$ cat config.mk
export PLATFORM = sky130hd
export DESIGN_NAME = round_robin_slot_scheduler
export DESIGN_NICKNAME = d
export VERILOG_FILES = /design/src/rrss_pkg.sv /design/src/rrss_ram.sv /design/src/rrss_datapath.sv /design/src/rrss_ctrl.sv /design/src/round_robin_slot_scheduler.sv
export SDC_FILE = /design/constraint.sdc
export NUM_CORES = 2
export LEC_CHECK = 0
export BUFFER_PORTS_ARGS = -buffer_cell sky130_fd_sc_hd__buf_4
export CAP_MARGIN = 20
export CORE_UTILIZATION = 43
export CTS_CLUSTER_SIZE = 8
export DETAILED_ROUTE_END_ITERATION = 6
export SETUP_SLACK_MARGIN = 0.02
export SLEW_MARGIN = 25
export SYNTH_ARGS = -nofsm -noshare
export SYNTH_HDL_FRONTEND = slang
export SYNTH_HIERARCHICAL = 1
export SYNTH_SLANG_ARGS = --single-unit
$ cat constraint.sdc
create_clock -name clk -period 13.3 [get_ports clk]
set_clock_uncertainty 0.2 [all_clocks]
set_input_delay 1.33 -clock clk [delete_from_list [all_inputs] [get_ports clk]]
set_output_delay 1.33 -clock clk [all_outputs]
set_load 0.02 [all_outputs]
$ cat src/rrss_pkg.sv
// shared types and constants for the round-robin slot scheduler
// command codes, controller states and the control/status structs
// no dependencies
package rrss_pkg;

    localparam int CMD_W   = 3;
    localparam int PID_W   = 16;   // task id port width
    localparam int PSLOT_W = 6;    // running slot port width
    localparam int POCC_W  = 7;    // occupied port width
    localparam int CNT_W   = 64;   // tick and dispatch totals
    localparam int QUANT_W = 10;

    localparam logic [QUANT_W-1:0] QUANTUM_RESET = 10'd10;

    typedef enum logic [CMD_W-1:0] {
        CMD_ADD      = 3'd0,
        CMD_REMOVE   = 3'd1,
        CMD_SCHEDULE = 3'd2,
        CMD_TICK     = 3'd3,
        CMD_YIELD    = 3'd4
    } cmd_t;

    typedef enum logic [3:0] {
        S_IDLE,
        S_DECODE,
        S_ADD_SCAN,
        S_ADD_WRITE,
        S_REM_SCAN,
        S_REM_SHIFT,
        S_REM_FIX,
        S_PICK,
        S_DISPATCH,
        S_FINISH
    } state_t;

    // controller to datapath
    typedef struct packed {
        logic latch_in;
        logic scan_start;
        logic scan_run;
        logic add_write;
        logic shift_start;
        logic shift_run;
        logic rem_fix;
        logic pick_sched;
        logic pick_yield;
        logic pick_step;
        logic dispatch;
        logic clear_cur;
        logic tick_update;
        logic reload_slice;
        logic set_status;
        logic status_val;
        logic out_load;
    } ctl_t;

    // datapath to controller
    typedef struct packed {
        logic [CMD_W-1:0] cmd;
        logic id_zero;
        logic full;
        logic count_zero;
        logic rcount_zero;
        logic rcount_le1;
        logic cur_id_zero;
        logic slice_expire;
        logic hit;
        logic scan_last_miss;
        logic shift_done;
        logic pick_hit;
        logic pick_oob;
    } sts_t;

endpackage

$ cat src/rrss_ram.sv
// generic single-write, single-read ram with registered read data
// no dependencies
module rrss_ram #(
    parameter int WIDTH = 16,
    parameter int DEPTH = 64
) (
    input  logic                     clk,
    input  logic                     we,
    input  logic [$clog2(DEPTH)-1:0] waddr,
    input  logic [WIDTH-1:0]         wdata,
    input  logic [$clog2(DEPTH)-1:0] raddr,
    output logic [WIDTH-1:0]         rdata
);

    logic [WIDTH-1:0] mem [DEPTH];
    logic [WIDTH-1:0] rdata_reg;

    always_ff @(posedge clk)
    begin
        if (we)
        begin
            mem[waddr] <= wdata;
        end
        rdata_reg <= mem[raddr];
    end

    assign rdata = rdata_reg;

endmodule

$ cat src/rrss_datapath.sv
// slot table, runnable bits, counters and result registers of the scheduler
// depends on rrss_pkg and rrss_ram
module rrss_datapath #(
    parameter int MAX_SLOTS = 64,
    parameter int ID_BITS   = 16
) (
    input  logic                              clk,
    input  logic                              rst_n,
    input  rrss_pkg::ctl_t                    ctl,
    output rrss_pkg::sts_t                    sts,
    input  logic                              cfg_we,
    input  logic [rrss_pkg::QUANT_W-1:0]      cfg_data,
    input  logic [rrss_pkg::CMD_W-1:0]        command,
    input  logic [rrss_pkg::PID_W-1:0]        task_id,
    output logic                              status,
    output logic [rrss_pkg::PID_W-1:0]        running_id,
    output logic [rrss_pkg::PSLOT_W-1:0]      running_slot,
    output logic [rrss_pkg::POCC_W-1:0]       occupied,
    output logic [rrss_pkg::CNT_W-1:0]        tick_total,
    output logic [rrss_pkg::CNT_W-1:0]        dispatch_total
);

    localparam int IdW   = (ID_BITS < rrss_pkg::PID_W) ? ID_BITS : rrss_pkg::PID_W;
    localparam int SlotW = $clog2(MAX_SLOTS);
    localparam int CntW  = SlotW + 1;
    localparam int QW    = rrss_pkg::QUANT_W;
    localparam int TW    = rrss_pkg::CNT_W;

    logic [rrss_pkg::CMD_W-1:0] cmd_reg;
    logic [IdW-1:0]             id_reg;
    logic [QW-1:0]              quantum_reg, quantum_next;
    logic [MAX_SLOTS-1:0]       rb_reg, rb_next;
    logic [CntW-1:0]            count_reg, count_next;
    logic [CntW-1:0]            rcount_reg, rcount_next;
    logic [SlotW-1:0]           cur_slot_reg, cur_slot_next;
    logic [IdW-1:0]             cur_id_reg, cur_id_next;
    logic [QW-1:0]              slice_reg, slice_next;
    logic [TW-1:0]              ticks_reg, ticks_next;
    logic [TW-1:0]              disp_reg, disp_next;
    logic [CntW-1:0]            idx_reg, idx_next;
    logic                       cmp_valid_reg, cmp_valid_next;
    logic [SlotW-1:0]           cmp_idx_reg, cmp_idx_next;
    logic                       stat_reg, stat_next;

    logic                       out_status_reg;
    logic [IdW-1:0]             out_id_reg;
    logic [SlotW-1:0]           out_slot_reg;
    logic [CntW-1:0]            out_occ_reg;
    logic [TW-1:0]              out_ticks_reg;
    logic [TW-1:0]              out_disp_reg;

    logic                       ram_we;
    logic [SlotW-1:0]           ram_waddr;
    logic [IdW-1:0]             ram_wdata;
    logic [IdW-1:0]             ram_rdata;

    logic                       issue;
    logic [QW-1:0]              slice_dec;
    logic [CntW-1:0]            count_dec;
    logic [CntW-1:0]            yield_start;
    logic [MAX_SLOTS-1:0]       low_mask;

    rrss_ram #(
        .WIDTH (IdW),
        .DEPTH (MAX_SLOTS)
    ) u_slot_ram (
        .clk   (clk),
        .we    (ram_we),
        .waddr (ram_waddr),
        .wdata (ram_wdata),
        .raddr (idx_reg[SlotW-1:0]),
        .rdata (ram_rdata)
    );

    // read issue during search and compaction sweeps
    assign issue     = (ctl.scan_run || ctl.shift_run) && (idx_reg < count_reg);
    assign slice_dec = (slice_reg != '0) ? slice_reg - QW'(1) : '0;
    assign count_dec = count_reg - CntW'(1);

    always_comb
    begin
        yield_start = CntW'(cur_slot_reg) + CntW'(1);
        if (yield_start == CntW'(MAX_SLOTS))
        begin
            yield_start = '0;
        end
    end

    // slots below the removed one keep their place
    always_comb
    begin
        for (int k = 0; k < MAX_SLOTS; k++)
        begin
            low_mask[k] = (CntW'(k) < CntW'(cmp_idx_reg));
        end
    end

    // table writes: append on add, move down by one on compaction
    always_comb
    begin
        ram_we    = ctl.add_write || (ctl.shift_run && cmp_valid_reg);
        ram_waddr = ctl.add_write ? count_reg[SlotW-1:0] : cmp_idx_reg - SlotW'(1);
        ram_wdata = ctl.add_write ? id_reg : ram_rdata;
    end

    always_comb
    begin
        quantum_next   = cfg_we ? cfg_data : quantum_reg;
        rb_next        = rb_reg;
        count_next     = count_reg;
        rcount_next    = rcount_reg;
        cur_slot_next  = cur_slot_reg;
        cur_id_next    = cur_id_reg;
        slice_next     = slice_reg;
        ticks_next     = ticks_reg;
        disp_next      = disp_reg;
        idx_next       = idx_reg;
        cmp_valid_next = issue;
        cmp_idx_next   = issue ? idx_reg[SlotW-1:0] : cmp_idx_reg;
        stat_next      = ctl.set_status ? ctl.status_val : stat_reg;

        if (issue)
        begin
            idx_next = idx_reg + CntW'(1);
        end
        if (ctl.scan_start)
        begin
            idx_next       = '0;
            cmp_valid_next = 1'b0;
        end
        if (ctl.add_write)
        begin
            rb_next[count_reg[SlotW-1:0]] = 1'b1;
            rcount_next = rcount_reg + CntW'(1);
            count_next  = count_reg + CntW'(1);
        end
        if (ctl.shift_start)
        begin
            rb_next        = (rb_reg & low_mask) | ((rb_reg >> 1) & ~low_mask);
            rcount_next    = rb_reg[cmp_idx_reg] ? rcount_reg - CntW'(1) : rcount_reg;
            idx_next       = CntW'(cmp_idx_reg) + CntW'(1);
            cmp_valid_next = 1'b0;
        end
        if (ctl.rem_fix)
        begin
            count_next = count_dec;
            if ((CntW'(cur_slot_reg) >= count_dec) && (count_dec != '0))
            begin
                cur_slot_next = '0;
            end
        end
        if (ctl.pick_sched)
        begin
            idx_next = CntW'(cur_slot_reg);
        end
        if (ctl.pick_yield)
        begin
            idx_next = yield_start;
        end
        if (ctl.pick_step && !rb_reg[idx_reg[SlotW-1:0]])
        begin
            if (idx_reg[SlotW-1:0] == SlotW'(MAX_SLOTS - 1))
            begin
                idx_next = '0;
            end
            else
            begin
                idx_next = idx_reg + CntW'(1);
            end
        end
        if (ctl.dispatch)
        begin
            cur_id_next   = ram_rdata;
            cur_slot_next = idx_reg[SlotW-1:0];
            disp_next     = disp_reg + TW'(1);
            slice_next    = quantum_reg;
        end
        if (ctl.clear_cur)
        begin
            cur_id_next = '0;
        end
        if (ctl.tick_update)
        begin
            ticks_next = ticks_reg + TW'(1);
            if (cur_id_reg != '0)
            begin
                slice_next = slice_dec;
            end
        end
        if (ctl.reload_slice)
        begin
            slice_next = quantum_reg;
        end
    end

    always_ff @(posedge clk or negedge rst_n)
    begin
        if (!rst_n)
        begin
            quantum_reg   <= rrss_pkg::QUANTUM_RESET;
            rb_reg        <= '0;
            count_reg     <= '0;
            rcount_reg    <= '0;
            cur_slot_reg  <= '0;
            cur_id_reg    <= '0;
            slice_reg     <= rrss_pkg::QUANTUM_RESET;
            ticks_reg     <= '0;
            disp_reg      <= '0;
            idx_reg       <= '0;
            cmp_valid_reg <= 1'b0;
            cmp_idx_reg   <= '0;
            stat_reg      <= 1'b0;
        end
        else
        begin
            quantum_reg   <= quantum_next;
            rb_reg        <= rb_next;
            count_reg     <= count_next;
            rcount_reg    <= rcount_next;
            cur_slot_reg  <= cur_slot_next;
            cur_id_reg    <= cur_id_next;
            slice_reg     <= slice_next;
            ticks_reg     <= ticks_next;
            disp_reg      <= disp_next;
            idx_reg       <= idx_next;
            cmp_valid_reg <= cmp_valid_next;
            cmp_idx_reg   <= cmp_idx_next;
            stat_reg      <= stat_next;
        end
    end

    // command word and result word
    always_ff @(posedge clk)
    begin
        if (ctl.latch_in)
        begin
            cmd_reg <= command;
            id_reg  <= task_id[IdW-1:0];
        end
        if (ctl.out_load)
        begin
            out_status_reg <= stat_reg;
            out_id_reg     <= cur_id_reg;
            out_slot_reg   <= cur_slot_reg;
            out_occ_reg    <= count_reg;
            out_ticks_reg  <= ticks_reg;
            out_disp_reg   <= disp_reg;
        end
    end

    always_comb
    begin
        sts.cmd            = cmd_reg;
        sts.id_zero        = (id_reg == '0);
        sts.full           = (count_reg == CntW'(MAX_SLOTS));
        sts.count_zero     = (count_reg == '0);
        sts.rcount_zero    = (rcount_reg == '0);
        sts.rcount_le1     = (rcount_reg <= CntW'(1));
        sts.cur_id_zero    = (cur_id_reg == '0);
        sts.slice_expire   = (slice_dec == '0);
        sts.hit            = cmp_valid_reg && (ram_rdata == id_reg);
        sts.scan_last_miss = cmp_valid_reg && (ram_rdata != id_reg)
                             && (CntW'(cmp_idx_reg) == count_dec);
        sts.shift_done     = !cmp_valid_reg && (idx_reg >= count_reg);
        sts.pick_hit       = rb_reg[idx_reg[SlotW-1:0]];
        sts.pick_oob       = (idx_reg >= count_reg);
    end

    assign status         = out_status_reg;
    assign running_id     = rrss_pkg::PID_W'(out_id_reg);
    assign running_slot   = rrss_pkg::PSLOT_W'(out_slot_reg);
    assign occupied       = rrss_pkg::POCC_W'(out_occ_reg);
    assign tick_total     = out_ticks_reg;
    assign dispatch_total = out_disp_reg;

endmodule

$ cat src/rrss_ctrl.sv
// command sequencer of the scheduler: decode, search, compaction, pick and result handoff
// depends on rrss_pkg
module rrss_ctrl (
    input  logic           clk,
    input  logic           rst_n,
    input  logic           in_valid,
    output logic           in_stall,
    output logic           out_valid,
    input  logic           out_stall,
    input  rrss_pkg::sts_t sts,
    output rrss_pkg::ctl_t ctl
);

    rrss_pkg::state_t state_reg, state_next;
    logic             out_valid_reg, out_valid_next;
    logic             can_load;

    assign can_load = !out_valid_reg || !out_stall;

    // next state
    always_comb
    begin
        state_next = state_reg;
        case (state_reg)
            rrss_pkg::S_IDLE:
            begin
                if (in_valid)
                begin
                    state_next = rrss_pkg::S_DECODE;
                end
            end
            rrss_pkg::S_DECODE:
            begin
                case (sts.cmd)
                    rrss_pkg::CMD_ADD:
                    begin
                        if (sts.id_zero || sts.full)
                        begin
                            state_next = rrss_pkg::S_FINISH;
                        end
                        else if (sts.count_zero)
                        begin
                            state_next = rrss_pkg::S_ADD_WRITE;
                        end
                        else
                        begin
                            state_next = rrss_pkg::S_ADD_SCAN;
                        end
                    end
                    rrss_pkg::CMD_REMOVE:
                    begin
                        state_next = sts.count_zero ? rrss_pkg::S_FINISH
                                                    : rrss_pkg::S_REM_SCAN;
                    end
                    rrss_pkg::CMD_SCHEDULE:
                    begin
                        state_next = sts.rcount_zero ? rrss_pkg::S_FINISH
                                                     : rrss_pkg::S_PICK;
                    end
                    rrss_pkg::CMD_YIELD:
                    begin
                        state_next = (sts.cur_id_zero || sts.rcount_le1)
                                     ? rrss_pkg::S_FINISH : rrss_pkg::S_PICK;
                    end
                    rrss_pkg::CMD_TICK:
                    begin
                        if (sts.cur_id_zero || !sts.slice_expire || sts.rcount_le1)
                        begin
                            state_next = rrss_pkg::S_FINISH;
                        end
                        else
                        begin
                            state_next = rrss_pkg::S_PICK;
                        end
                    end
                    default:
                    begin
                        state_next = rrss_pkg::S_FINISH;
                    end
                endcase
            end
            rrss_pkg::S_ADD_SCAN:
            begin
                if (sts.hit)
                begin
                    state_next = rrss_pkg::S_FINISH;
                end
                else if (sts.scan_last_miss)
                begin
                    state_next = rrss_pkg::S_ADD_WRITE;
                end
            end
            rrss_pkg::S_ADD_WRITE:
            begin
                state_next = rrss_pkg::S_FINISH;
            end
            rrss_pkg::S_REM_SCAN:
            begin
                if (sts.hit)
                begin
                    state_next = rrss_pkg::S_REM_SHIFT;
                end
                else if (sts.scan_last_miss)
                begin
                    state_next = rrss_pkg::S_FINISH;
                end
            end
            rrss_pkg::S_REM_SHIFT:
            begin
                if (sts.shift_done)
                begin
                    state_next = rrss_pkg::S_REM_FIX;
                end
            end
            rrss_pkg::S_REM_FIX:
            begin
                state_next = rrss_pkg::S_FINISH;
            end
            rrss_pkg::S_PICK:
            begin
                if (sts.pick_hit)
                begin
                    state_next = sts.pick_oob ? rrss_pkg::S_FINISH : rrss_pkg::S_DISPATCH;
                end
            end
            rrss_pkg::S_DISPATCH:
            begin
                state_next = rrss_pkg::S_FINISH;
            end
            rrss_pkg::S_FINISH:
            begin
                if (can_load)
                begin
                    state_next = rrss_pkg::S_IDLE;
                end
            end
            default:
            begin
                state_next = rrss_pkg::S_IDLE;
            end
        endcase
    end

    // commands to the datapath
    always_comb
    begin
        ctl            = '0;
        out_valid_next = out_valid_reg && out_stall;
        case (state_reg)
            rrss_pkg::S_IDLE:
            begin
                ctl.latch_in = in_valid;
            end
            rrss_pkg::S_DECODE:
            begin
                ctl.set_status = 1'b1;
                case (sts.cmd)
                    rrss_pkg::CMD_ADD:
                    begin
                        ctl.status_val = sts.id_zero || sts.full;
                        ctl.scan_start = 1'b1;
                    end
                    rrss_pkg::CMD_REMOVE:
                    begin
                        ctl.status_val = 1'b1;
                        ctl.scan_start = 1'b1;
                    end
                    rrss_pkg::CMD_SCHEDULE:
                    begin
                        ctl.status_val = sts.rcount_zero;
                        ctl.clear_cur  = sts.rcount_zero;
                        ctl.pick_sched = 1'b1;
                    end
                    rrss_pkg::CMD_YIELD:
                    begin
                        ctl.status_val = 1'b1;
                        ctl.pick_yield = 1'b1;
                    end
                    rrss_pkg::CMD_TICK:
                    begin
                        ctl.tick_update = 1'b1;
                        ctl.pick_yield  = 1'b1;
                        // expiry with no other runnable task: reload and report
                        if (!sts.cur_id_zero && sts.slice_expire && sts.rcount_le1)
                        begin
                            ctl.status_val   = 1'b1;
                            ctl.reload_slice = 1'b1;
                        end
                    end
                    default:
                    begin
                        ctl.status_val = 1'b1;
                    end
                endcase
            end
            rrss_pkg::S_ADD_SCAN:
            begin
                ctl.scan_run = 1'b1;
            end
            rrss_pkg::S_ADD_WRITE:
            begin
                ctl.add_write = 1'b1;
            end
            rrss_pkg::S_REM_SCAN:
            begin
                ctl.scan_run    = 1'b1;
                ctl.shift_start = sts.hit;
            end
            rrss_pkg::S_REM_SHIFT:
            begin
                ctl.shift_run = 1'b1;
            end
            rrss_pkg::S_REM_FIX:
            begin
                ctl.rem_fix    = 1'b1;
                ctl.set_status = 1'b1;
                ctl.status_val = 1'b0;
            end
            rrss_pkg::S_PICK:
            begin
                ctl.pick_step = 1'b1;
                if (sts.pick_hit && sts.pick_oob)
                begin
                    ctl.set_status   = 1'b1;
                    ctl.status_val   = 1'b1;
                    ctl.clear_cur    = (sts.cmd == rrss_pkg::CMD_SCHEDULE);
                    ctl.reload_slice = (sts.cmd == rrss_pkg::CMD_TICK);
                end
            end
            rrss_pkg::S_DISPATCH:
            begin
                ctl.dispatch   = 1'b1;
                ctl.set_status = 1'b1;
                ctl.status_val = 1'b0;
            end
            rrss_pkg::S_FINISH:
            begin
                ctl.out_load = can_load;
                if (can_load)
                begin
                    out_valid_next = 1'b1;
                end
            end
            default:
            begin
                ctl = '0;
            end
        endcase
    end

    always_ff @(posedge clk or negedge rst_n)
    begin
        if (!rst_n)
        begin
            state_reg     <= rrss_pkg::S_IDLE;
            out_valid_reg <= 1'b0;
        end
        else
        begin
            state_reg     <= state_next;
            out_valid_reg <= out_valid_next;
        end
    end

    assign in_stall  = (state_reg != rrss_pkg::S_IDLE);
    assign out_valid = out_valid_reg;

endmodule

$ cat src/round_robin_slot_scheduler.sv
// add searches the table for the id, one table read per cycle; remove searches and
// compacts (search and compaction together sweep the table once); schedule, yield and
// an expiring tick scan the runnable bits, one runnable bit per cycle
// one word at a time; the next word is taken once the result sits in the output register
// reset: async active low clears control, counters, runnable bits; quantum and slice load 10
// the slot table itself is not cleared: only entries below the slot count are ever read
module round_robin_slot_scheduler #(
    parameter int MAX_SLOTS = 64,
    parameter int ID_BITS   = 16
) (
    input  logic                              clk,
    input  logic                              rst_n,
    // command word
    input  logic                              in_valid,
    output logic                              in_stall,
    input  logic [rrss_pkg::CMD_W-1:0]        command,
    input  logic [rrss_pkg::PID_W-1:0]        task_id,
    // result word
    output logic                              out_valid,
    input  logic                              out_stall,
    output logic                              status,
    output logic [rrss_pkg::PID_W-1:0]        running_id,
    output logic [rrss_pkg::PSLOT_W-1:0]      running_slot,
    output logic [rrss_pkg::POCC_W-1:0]       occupied,
    output logic [rrss_pkg::CNT_W-1:0]        tick_total,
    output logic [rrss_pkg::CNT_W-1:0]        dispatch_total,
    // quantum register write
    input  logic                              cfg_valid,
    output logic                              cfg_ready,
    input  logic [rrss_pkg::QUANT_W-1:0]      cfg_data
);

    rrss_pkg::ctl_t ctl_s;
    rrss_pkg::sts_t sts_s;

    // user changes quantum only while idle (not enforced); a write is always taken
    assign cfg_ready = 1'b1;

    // sequencer: one state per phase of a command
    rrss_ctrl u_ctrl (
        .clk       (clk),
        .rst_n     (rst_n),
        .in_valid  (in_valid),
        .in_stall  (in_stall),
        .out_valid (out_valid),
        .out_stall (out_stall),
        .sts       (sts_s),
        .ctl       (ctl_s)
    );

    // slot table ram, runnable bits, quantum slice and totals
    rrss_datapath #(
        .MAX_SLOTS (MAX_SLOTS),
        .ID_BITS   (ID_BITS)
    ) u_datapath (
        .clk            (clk),
        .rst_n          (rst_n),
        .ctl            (ctl_s),
        .sts            (sts_s),
        .cfg_we         (cfg_valid && cfg_ready),
        .cfg_data       (cfg_data),
        .command        (command),
        .task_id        (task_id),
        .status         (status),
        .running_id     (running_id),
        .running_slot   (running_slot),
        .occupied       (occupied),
        .tick_total     (tick_total),
        .dispatch_total (dispatch_total)
    );

    // a taken word keeps the input stalled while it is worked on
    a_busy_after_accept: assert property (@(posedge clk) disable iff (!rst_n)
        in_valid && !in_stall |=> in_stall)
        else $error("input not stalled after accepting a word");

    // append only happens with room in the table
    a_add_not_full: assert property (@(posedge clk) disable iff (!rst_n)
        ctl_s.add_write |-> !sts_s.full)
        else $error("append into a full slot table");

    // compaction starts only from a matching entry
    a_shift_on_hit: assert property (@(posedge clk) disable iff (!rst_n)
        ctl_s.shift_start |-> sts_s.hit)
        else $error("compaction started without a match");

    // reported occupancy and slot stay inside the table
    a_result_range: assert property (@(posedge clk) disable iff (!rst_n)
        out_valid |-> (occupied <= rrss_pkg::POCC_W'(MAX_SLOTS))
                      && (running_slot <= rrss_pkg::PSLOT_W'(MAX_SLOTS - 1)))
        else $error("result occupancy or slot out of range");

endmodule
==> key figures <==
Clock tree
  – CTS tree: done
  – Skew-Pair Late Insertion Delay: 0.82 ns
  – Worst-path clk slew: 0.05 ns
  – Root Buffer: clkbuf_16
  – Clock buffer count from CTS: 205
  – CTS Buffer Depth: 3
  – Clock Sink Count: 1485
  – Post-CTS Setup Inserts: 0
  – Post-CTS sizing: 0
  – Hold_buf cts: 0
  – # H-tree levels: 4

Cells and area
  – Nets: approximately 4000
  – Footprint of the multi-input gates: 16900 um^2
  – Post-layout util: 0.502
  – Largest register by flop count: u_datapath/u_slot_ram/mem
  – Max reg flops: 1024
  – Fillers: 11700
  – Share of cells above drive strength 1: 0.225
  – Area Overhead vs Synth: 15.9%
  – Register area: 43100 um^2

Synthesis
  – Top-count cell post-synth: edfxtp_1
  – Post-Synthesis Mean Instance Area: 17.0 um^2
  – Register area share after synthesis: 0.705
  – Synthesized instance count: between 3000 and 4000
  – Yosys reg bits: 1485
  – Synth top area share: 0.590
  – Main area contributors after synthesis: edfxtp_1 (59%), dfrtp_1 (11%), mux4_2 (9.3%)
  – Synthesized area: 61100 um^2
  – Number of synthesized flops with an enable pin: 1201
  – Synth cell count leaders: edfxtp_1 (1201), dfrtp_1 (264), mux4_2 (252)
  – Ys flop type: edfxtp_1
  – Cell variety after synth: 88
  – Synth area leader: edfxtp_1
  – Syn_nets: approximately 3700
  – Ys async rst share: 0.180
  – Yosys Warn Count: 6

Setup path
  – Slowest cell on crit path: dfrtp_4
  – Worst r2r dst: u_datapath/u_slot_ram/rdata[4]
  – Crit-path cells: buf_4 > buf_4 > buf_4 > mux4_2 > mux2i_1 > a22oi_1 > a31oi_1 > a311oi_1
  – Critical Path AT: 5.43 ns
  – CP Capture Type: register
  – Required @ worst endpoint: roughly 14 ns
  – Worst-case reg-to-reg path depth: 8
  – CP max stage delay: between 0.9 and 1 ns
  – Crit Path Max Fanout: 55
  – R2r setup slk: 8.33 ns
  – Worst setup SP type: register
  – Setup CP Type: register to register
  – Origin of the critical flop-to-flop path: u_datapath/idx_reg[2]
  – Most used cell, CP: buf_4

Global route
  – Pin count of the biggest net entering global routing: roughly 160
  – Global-route wire length before repair: 226000 um
  – Vias in the first global route: 33500
  – Overflow after GRT: 0
  – Initial antenna violation count: 2
  – Total track usage: 0.215

STA
  – RSZ-0062 raised after global routing: no
  – F_max: between 200 and 250 MHz
  – Slew @ Worst Pin: 1.06 ns
  – Max_slew headroom: 0.291
  – Max-slew violation count: 0
  – Final Hold Fails: 0
  – Tcrit/Tclk final: 0.374
  – Final setup fails: 0
  – Crit path time final: approximately 5.0 ns
  – Setup TNS: 0 ns
  – Final hold slack: ~0.26 ns

Flow run
  – Max Cap Violations: 0

Routing
  – Met3 WL: about 12000 um
  – DRC: 0
  – Vias: 33900
  – Final ANT Viol Nets: 0
  – Top layer in use: met5
  – DR vias/cell: 5.71
  – Pre-Repair DR Iteration Count: 5
  – Routed len/inst: 25.9 um
  – Met2 wire len: 73100 um
  – 1st-iter DRT viols: 3477
  – Met1 WL: around 66000 um
  – Final wirelength: 154000 um

Worst hold path
  – Hold crit path type: register to register
  – Min-delay src: u_datapath/ticks_reg[49]
  – Sink of the worst hold path: u_datapath/tick_total[49]
  – Worst hold path stage count: 0

Floorplan
  – Core Footprint: about 140000 um^2
  – Initial Utilization: 0.433
  – Area of the die: 144000 um^2
  – Die Ht: 379 um
  – Number of placement rows: 138
  – Chip width: 379 um
  – Num ports: 195

Power and ir drop
  – Cell leakage power: 24.7 nW
  – Peak VDD IR: around 0.00034 V
  – Pwr dens: between 200 and 250 nW/um^2

Placed design
  – Port Buf Inserts: 193
  – Placed wire-length estimate: 93500 um
  – Final GP Congestion: 0.896

Status
  – Status: finished clean
-- logic make-up after synthesis --
family | count (synthesis) | synth area share
adder cells (fa/ha/maj) | 28 | 0.00573
AO/OA/AOI/OAI | 404 | 0.0432
flip-flops | 1485 | 0.705
multiplexers | 503 | 0.137
buffers and inverters | 225 | 0.0204
other | 1 | 0.0000613
XOR/XNOR | 180 | 0.0258
AND/OR/NAND/NOR | 771 | 0.0626
-- report_power, final --
group          internal (mW)  switching (mW)
Sequential              6.03           0.377
Clock                   2.87            1.92
Combinational           1.59            2.94
Total                   10.5            5.24
-- worst max-delay path, delay by kind of cell, from the launching register on --
family | cells | cell delay, ns
compound gates | 3 | 0.78
buf+inv | 3 | 1.95
flops | 1 | 0.98
mux | 2 | 0.75
-- cells in the final DEF (no fill, tap or decap), types with 12 or more instances in the layout --
master | netlist | routed
clkbuf_1 | 77 | 98
a211oi_1 | 20 | 19
mux4_2 | 252 | 252
a221oi_1 | 19 | 19
nand3_1 | 96 | 96
nor2_1 | 201 | 195
and2_1 | 14 | 14
xor2_1 | 48 | 48
nor3_1 | 53 | 48
mux2i_1 | 173 | 172
xnor2_1 | 132 | 132
a31oi_1 | 18 | 18
and3_1 | 31 | 30
dfrtp_1 | 264 | 259
edfxtp_1 | 1201 | 1201
o21ai_0 | 99 | 99
a22oi_1 | 45 | 45
mux2_2 | 68 | 68
nor4_1 | 18 | 18
a311oi_1 | 12 | 12
nand4_1 | 53 | 53
dfxtp_1 | 16 | 16
and4_1 | 24 | 24
buf_4 | 14 | 304
inv_1 | 39 | 39
nor2b_1 | 39 | 36
nand2_1 | 187 | 187
ha_1 | 28 | 28
clkbuf_16 | 0 | 207
a21oi_1 | 93 | 91
-- area by class of cell --
class | count | area share
antenna | 4 | 0.000141
clock buffer | 309 | 0.0790
clock inverter | 15 | 0.00498
inverter | 42 | 0.00222
multi-input combinational | 1887 | 0.238
sequential | 1485 | 0.608
tap | 1890 | 0.0334
timing repair buffer | 310 | 0.0337
-- stage by stage --
stage	total power, mW	worst slack, ns	area, um^2	cells
2_1_floorplan	9.38	3.43	61100	3597
3_3_place_gp	11.0	8.27	64900	5613
3_5_place_dp	11.0	8.25	64900	5613
4_1_cts	15.8	8.25	70900	5937
5_1_grt	16.3	8.08	70900	5939
6_report	15.7	8.33	70900	5942
-- routing by layer --
layer | vias up | track usage
met5 | - | 0
met4 | 2 | 0.0660
met3 | 244 | 0.0434
met2 | 1363 | 0.339
met1 | 17500 | 0.300
li1 | 14800 | -
-- worst max-delay path by stage --
| stage | slack [ns] | depth (start not counted) | endpoint | start |
|---|---|---|---|---|
| 2_1_floorplan | 3.43 | 1 | u_datapath/dispatch_total[0] | out_stall |
| 3_3_place_gp | 8.27 | 8 | u_datapath/u_slot_ram/rdata[4] | u_datapath/idx_reg[2] |
| 3_5_place_dp | 8.25 | 8 | u_datapath/u_slot_ram/rdata[4] | u_datapath/idx_reg[2] |
| 4_1_cts | 8.25 | 8 | u_datapath/u_slot_ram/rdata[4] | u_datapath/idx_reg[2] |
| 5_1_grt | 8.08 | 8 | u_datapath/u_slot_ram/rdata[4] | u_datapath/idx_reg[2] |
| 6_report | 8.33 | 8 | u_datapath/u_slot_ram/rdata[4] | u_datapath/idx_reg[2] |
Note: power is estimated with default switching activity, not from simulation.
